$ cat src/rtl/qpc_mul.sv
// ----------------------------------------------------------------------------
// Pipelined fixed-point multiplier
// Signed product in two halves, then arithmetic shift and, when OW < AW + BW, saturation.
// ----------------------------------------------------------------------------
module qpc_mul #(
   parameter int AW = 33,
   parameter int BW = 33,
   parameter int SH = 0,
   parameter int OW = 66
) (
   input  logic                 clock,
   input  logic signed [AW-1:0] a,
   input  logic signed [BW-1:0] b,
   output logic signed [OW-1:0] p
);

   localparam int LW = AW / 2;
   localparam int HW = AW - LW;
   localparam int PW = AW + BW;

   logic signed [LW+BW:0]   pl_ff, pl_in;
   logic signed [HW+BW-1:0] ph_ff, ph_in;
   logic signed [PW-1:0]    full_ff, full_in;
   logic signed [PW-1:0]    shr;
   logic signed [OW-1:0]    p_ff, p_in;

   // The operand a is split into an unsigned low half and a signed high half.
   assign pl_in   = $signed({1'b0, a[LW-1:0]}) * b;
   assign ph_in   = $signed(a[AW-1:LW]) * b;
   assign full_in = (PW'(ph_ff) <<< LW) + PW'(pl_ff);
   assign shr     = full_ff >>> SH;

   generate
      if (OW >= PW) begin : g_wide
         assign p_in = OW'(shr);
      end else begin : g_sat
         logic [PW-OW:0] top;
         logic           fits;
         assign top  = shr[PW-1:OW-1];
         assign fits = (&top) | ~(|top);
         assign p_in = fits ? shr[OW-1:0] : {shr[PW-1], {(OW-1){~shr[PW-1]}}};
      end
   endgenerate

   always_ff @(posedge clock) begin
      pl_ff   <= pl_in;
      ph_ff   <= ph_in;
      full_ff <= full_in;
      p_ff    <= p_in;
   end

   assign p = p_ff;

endmodule

$ cat config.mk
export PLATFORM = sky130hd
export DESIGN_NAME = qpc_mul
export DESIGN_NICKNAME = d
export VERILOG_FILES = /design/src/rtl/qpc_mul.sv
export SDC_FILE = /design/constraint.sdc
export NUM_CORES = 2
export LEC_CHECK = 0
export BUFFER_PORTS_ARGS = -buffer_cell sky130_fd_sc_hd__clkbuf_2
export CORE_ASPECT_RATIO = 0.75
export CORE_MARGIN = 1
export CORE_UTILIZATION = 55
export CTS_CLUSTER_SIZE = 30
export DETAILED_ROUTE_END_ITERATION = 12
export GPL_ROUTABILITY_DRIVEN = 0
export PLACE_DENSITY = 0.72
export SYNTH_ARGS = -nofsm -noshare
export SYNTH_HDL_FRONTEND = slang
export SYNTH_SLANG_ARGS = --single-unit
export TNS_END_PERCENT = 20
$ cat constraint.sdc
create_clock -name clock -period 7.9 [get_ports clock]
set_input_delay 0.395 -clock clock [delete_from_list [all_inputs] [get_ports clock]]
set_output_delay 0.395 -clock clock [all_outputs]
set_load 0.005 [all_outputs]
# Yosys cells after proc, flatten, opt, wreduce, memory -nomap -nowiden
# Index checks and enable logic that the tools add are counted.
# W data, S select, Z words.
# totals
inputBits	67
register_bits	232
wordCells	7
output_inout_bits	66
# op_classes
n_mul	2
add_sub_neg	1
# op_table
operator	n
$mul A17 B33 Y50	2
$add A66 B50 Y66	1

# Depth between registers and ports, before layout
# depth
word_depth	1
mapped_depth	27
ltp_nobuf	25

# Worst setup path before layout
# OpenSTA, ideal clock, no wires.
# synth_timing
path_type	input to register
startpoint	in b[10]
endpoint	reg pl_ff[48]
cell_stages	22
n_path_buf	1
t_required_ns	7.828
setup_ns	0.072
t_arrival_ns	6.187
setup_slack_ns	1.641
cell_sequence	clkbuf_1 > nand2_1 > fa_1 > fa_1 > fa_1 > fa_1 > inv_1 > fa_1 > inv_1 > fa_1 > inv_1 > ha_1 > a21oi_1 > a21oi_1 > a211oi_1 > a211oi_1 > o21ai_0 > a2111oi_0 > or4_1 > a31o_2 > a21oi_1 > xnor2_1
# synth_via
elab_chain_len	1
# synth_lines
item	line_no	text
from (decl)	13	input logic signed [BW-1:0] b,
$mul A17 B33 Y50	28	assign pl_in = $signed({1'b0, a[LW-1:0]}) * b;
via pl_in[48]	21	logic signed [LW+BW:0] pl_ff, pl_in;
to (signal assigned)	46	pl_ff <= pl_in;
to (decl)	21	
# The timed path passes the listed nets, and every way through them passes these cells.

# Final worst setup path
# layout_timing
startpoint	in a[2]
endpoint	reg pl_ff[48]
# layout_via
elab_chain_len	1
# layout_lines
item	line_no	text
from (decl)	12	input logic signed [AW-1:0] a,
$mul A17 B33 Y50	28	
via pl_in[48]	21	
# The timed path passes the listed nets, and every way through them passes these cells.

==> reports/metrics.yaml <==
run_status:
  status: "complete, no violations"
global_routing:
  grt.met2_usage: 0.421
  use_met1: 0.425
  grt_max_degree: 34
  grt_pass1_vias: 34513
  gr-total-overflow: 0
  track_usage: 0.290
  antenna_found_initial: 5
  grt_pass1_wl_um: 189000
  grtUsageMet3: 0.100
  grt-busiest-layer: "met1"
floorplanning:
  ios: 133
  die_h_um: 250
  num_rows: 90
  core_um2: 80700
  dieArea_um2: 83100
  die_w_um: 333
  start_util: 0.558
sta:
  clock_skew_ns: 0.0145
  drv_slew: 0
  fin_crit_ns: 6.95
  holdWs_ns: 0.318
  fmax_mhz: 144
  max_slew_margin: 0.386
  post-route-period-util: 0.879
  rsz0062_at_grt: "no"
  hold_viol: 0
  tightest_slew_ns: 0.921
  finalSetupViolCount: 0
  setup_tns_ns: 0
place:
  post-place-cells: 5963
  dp_hpwl_um: 94900
  port-buffer-count: 132
drt:
  postRouteAntennaNets: 0
  dr.first_iter.drc_count: 2569
  drt_first_pass_iters: 6
  wl_per_cell_um: 19.4
  num_vias: 32499
  routed_wl_um: 117000
  viasPerCell: 5.41
  drc: 0
logic_synthesis:
  synth.cell_area_um2: 45100
  syn_nets: 6312
  synth-edff-count: 0
  synth_cell_types: 71
  ys_seq_elements: 232
  ys.warnings.count: 0
  syn-mean-instance-area_um2: 9.16
  syn_inst: 4920
  postSynth.asyncResetShare: 0
  synth_ff_type: "dfxtp_1"
  ys_seq_area_frac: 0.103
worst_setup_path:
  r2r_start: "pl_ff[16]"
  rr_endpoint: "full_ff[64]"
  critical_path_class: "in -> reg"
  worstPathRequired_ns: 8.39
  crit_fanout: 26
  cp-start-kind: "input pin"
  endpoint_kind: "flip-flop"
  critPathArrivalTime_ns: 7.44
  reg2reg_depth: 14
  r2r_setup_slack_ns: 4.34
clock_tree:
  cts_buffers: 26
  root_buffer: "clkbuf_16"
  post_cts_buffers: 0
  cts.hold.buffers_added: 0
  htree_levels: 1
  cts.clk_slew.worst_paths_ns: 0.06
  cts_tree: "done"
  clock_latency_ns: 0.57
  cts-resized-gates: 0
  clkSinkCount: 232
  cts.path.max_buffers: 3
hold_path:
  hold_path_class: "reg -> reg"
  holdPathStages: 0
  min_from: "full_ff[2]"
  holdPathEnd: "p[2]"
cells_and_area:
  fin_nets: 6325
  final_util: 0.591
  final-instance-count-excl-fill: 6010
  area_delta_synth_final_pct: 5.90
  num_antenna_cells: 0
  layout-drive-gt1-share: 0.0574
run:
  max_cap_violations: 0
==> per-layer routing <==
layer	vias up	part of all wire
met1	16312	0.43
met5	-	0.000094
met3	126	0.14
li1	14447	-
met4	2	0.014
met2	1612	0.41
==> registers in the layout, indices dropped and copies added, names as in the netlist <==
name	cells
full_ff	66
p	66
ph_ff	50
pl_ff	50
==> worst max-delay path: stages <==
cell and delay (ns):
clkbuf_2 0.62, nand2_1 0.18, fa_1 0.54, fa_1 0.57, fa_1 0.45, fa_1 0.55, inv_1 0.05, fa_1 0.48
inv_1 0.05, fa_1 0.47, inv_1 0.04, ha_1 0.35, a21oi_1 0.26, a21oi_1 0.11, a211oi_1 0.32, a211oi_1 0.16
o21ai_0 0.47, a2111oi_0 0.27, or4_1 0.54, a31o_2 0.25, a21oi_1 0.17, xnor2_1 0.13
==> worst max-delay path by stage <==
stage                     cells past startpoint        end  slack [ns]  startpoint
after detailed placement                     23  pl_ff[48]        0.47       b[11]
after global routing                         24  pl_ff[38]        0.67        a[8]
after floorplan                              22  pl_ff[48]        1.64       b[10]
after global placement                       22  pl_ff[48]        0.53        a[2]
after CTS                                    22  pl_ff[48]        1.05        a[8]
final                                        22  pl_ff[48]        0.95        a[2]
==> through the flow <==
stage | setup slack, ns | area (µm²)
2_1_floorplan | 1.64 | 45100
3_3_place_gp | 0.529 | 46900
3_5_place_dp | 0.468 | 46900
4_1_cts | 1.05 | 47700
5_1_grt | 0.669 | 47700
6_report | 0.952 | 47700
==> layout make-up <==
cell class / count / area [µm²]
multi-input combinational: 3288 / 35200
clock inverter: 12 / 110
clock buffer: 35 / 744
tap: 1058 / 1320
inverter: 1174 / 4410
timing repair buffer: 211 / 1330
fill: 6859 / 33000
sequential: 232 / 4640
==> synthesized netlist by cell type, types with 3 or more instances <==
library cell  instances  share of area
a21o_1               89          0.015
clkbuf_1            222          0.018
o21bai_1             17         0.0028
a21oi_2               3        0.00058
nand4_1              20         0.0028
a211oi_1             13         0.0022
inv_1              1174          0.098
fa_1               1040           0.46
nand2_1             704          0.059
or2_2                 5        0.00069
o311ai_0              3        0.00058
nor4_1                3        0.00042
and4_1                8         0.0016
nor2_1              107         0.0089
o21a_1               19         0.0032
a21oi_1             129          0.014
o21ai_0              59         0.0066
nand3_1              25         0.0028
o211ai_1              6         0.0010
xnor2_1              97          0.019
and3_1               12         0.0017
or4_1                 5        0.00083
dfxtp_1             232           0.10
a21boi_0              5        0.00083
or3_1                10         0.0014
and2_1              442          0.061
buf_1                 3        0.00025
nor3_1               17         0.0019
a31oi_1              15         0.0021
o21ai_1               4        0.00044
o2111ai_1             4        0.00078
ha_1                285          0.079
a211o_1               5        0.00097
a41o_1                3        0.00067
nand2b_1             20         0.0028
a31o_2                6         0.0012
o31ai_1               6         0.0010
a41oi_1               6         0.0012
nor2b_1              14         0.0019
xor2_1               45         0.0087
==> cells by family after synthesis <==
logic type,Yosys count,synth area share
AO/OA/AOI/OAI,422,0.0625
XOR/XNOR,142,0.0276
adder cells (fa/ha/maj),1325,0.541
buffers and inverters,1400,0.117
flip-flops,232,0.103
multiplexers,1,0.000222
AND/OR/NAND/NOR,1398,0.149
==> cell usage in the layout, fill, tap and decap left out, types with 4 or more instances in the layout <==
cell	netlist	layout
nand2b_1	20	20
a31o_2	6	6
clkbuf_16	0	26
or2_2	5	5
fa_1	1040	1040
o21bai_1	17	17
nand2_1	704	704
inv_1	1174	1174
o31ai_1	6	6
nor3_1	17	17
a211o_1	5	5
ha_1	285	285
dfxtp_1	232	232
nand3_1	25	25
or4_1	5	5
clkbuf_2	0	132
o211ai_1	6	6
a21oi_1	129	129
nand4_1	20	20
nor2b_1	14	14
a21o_1	89	89
and3_1	12	12
o21a_1	19	19
and2_1	442	442
and4_1	8	8
o21ai_1	4	4
o21ai_0	59	59
clkinv_2	0	4
nor2_1	107	107
o2111ai_1	4	4
or3_1	10	10
buf_12	0	6
a31oi_1	15	15
xnor2_1	97	97
clkbuf_8	0	6
xor2_1	45	45
a41oi_1	6	6
a211oi_1	13	13
buf_4	0	73
a21boi_0	5	5
Power is left out: the tool's default activity adds up to more than one toggle a clock period on the data nets, which glitch-free logic cannot reach.
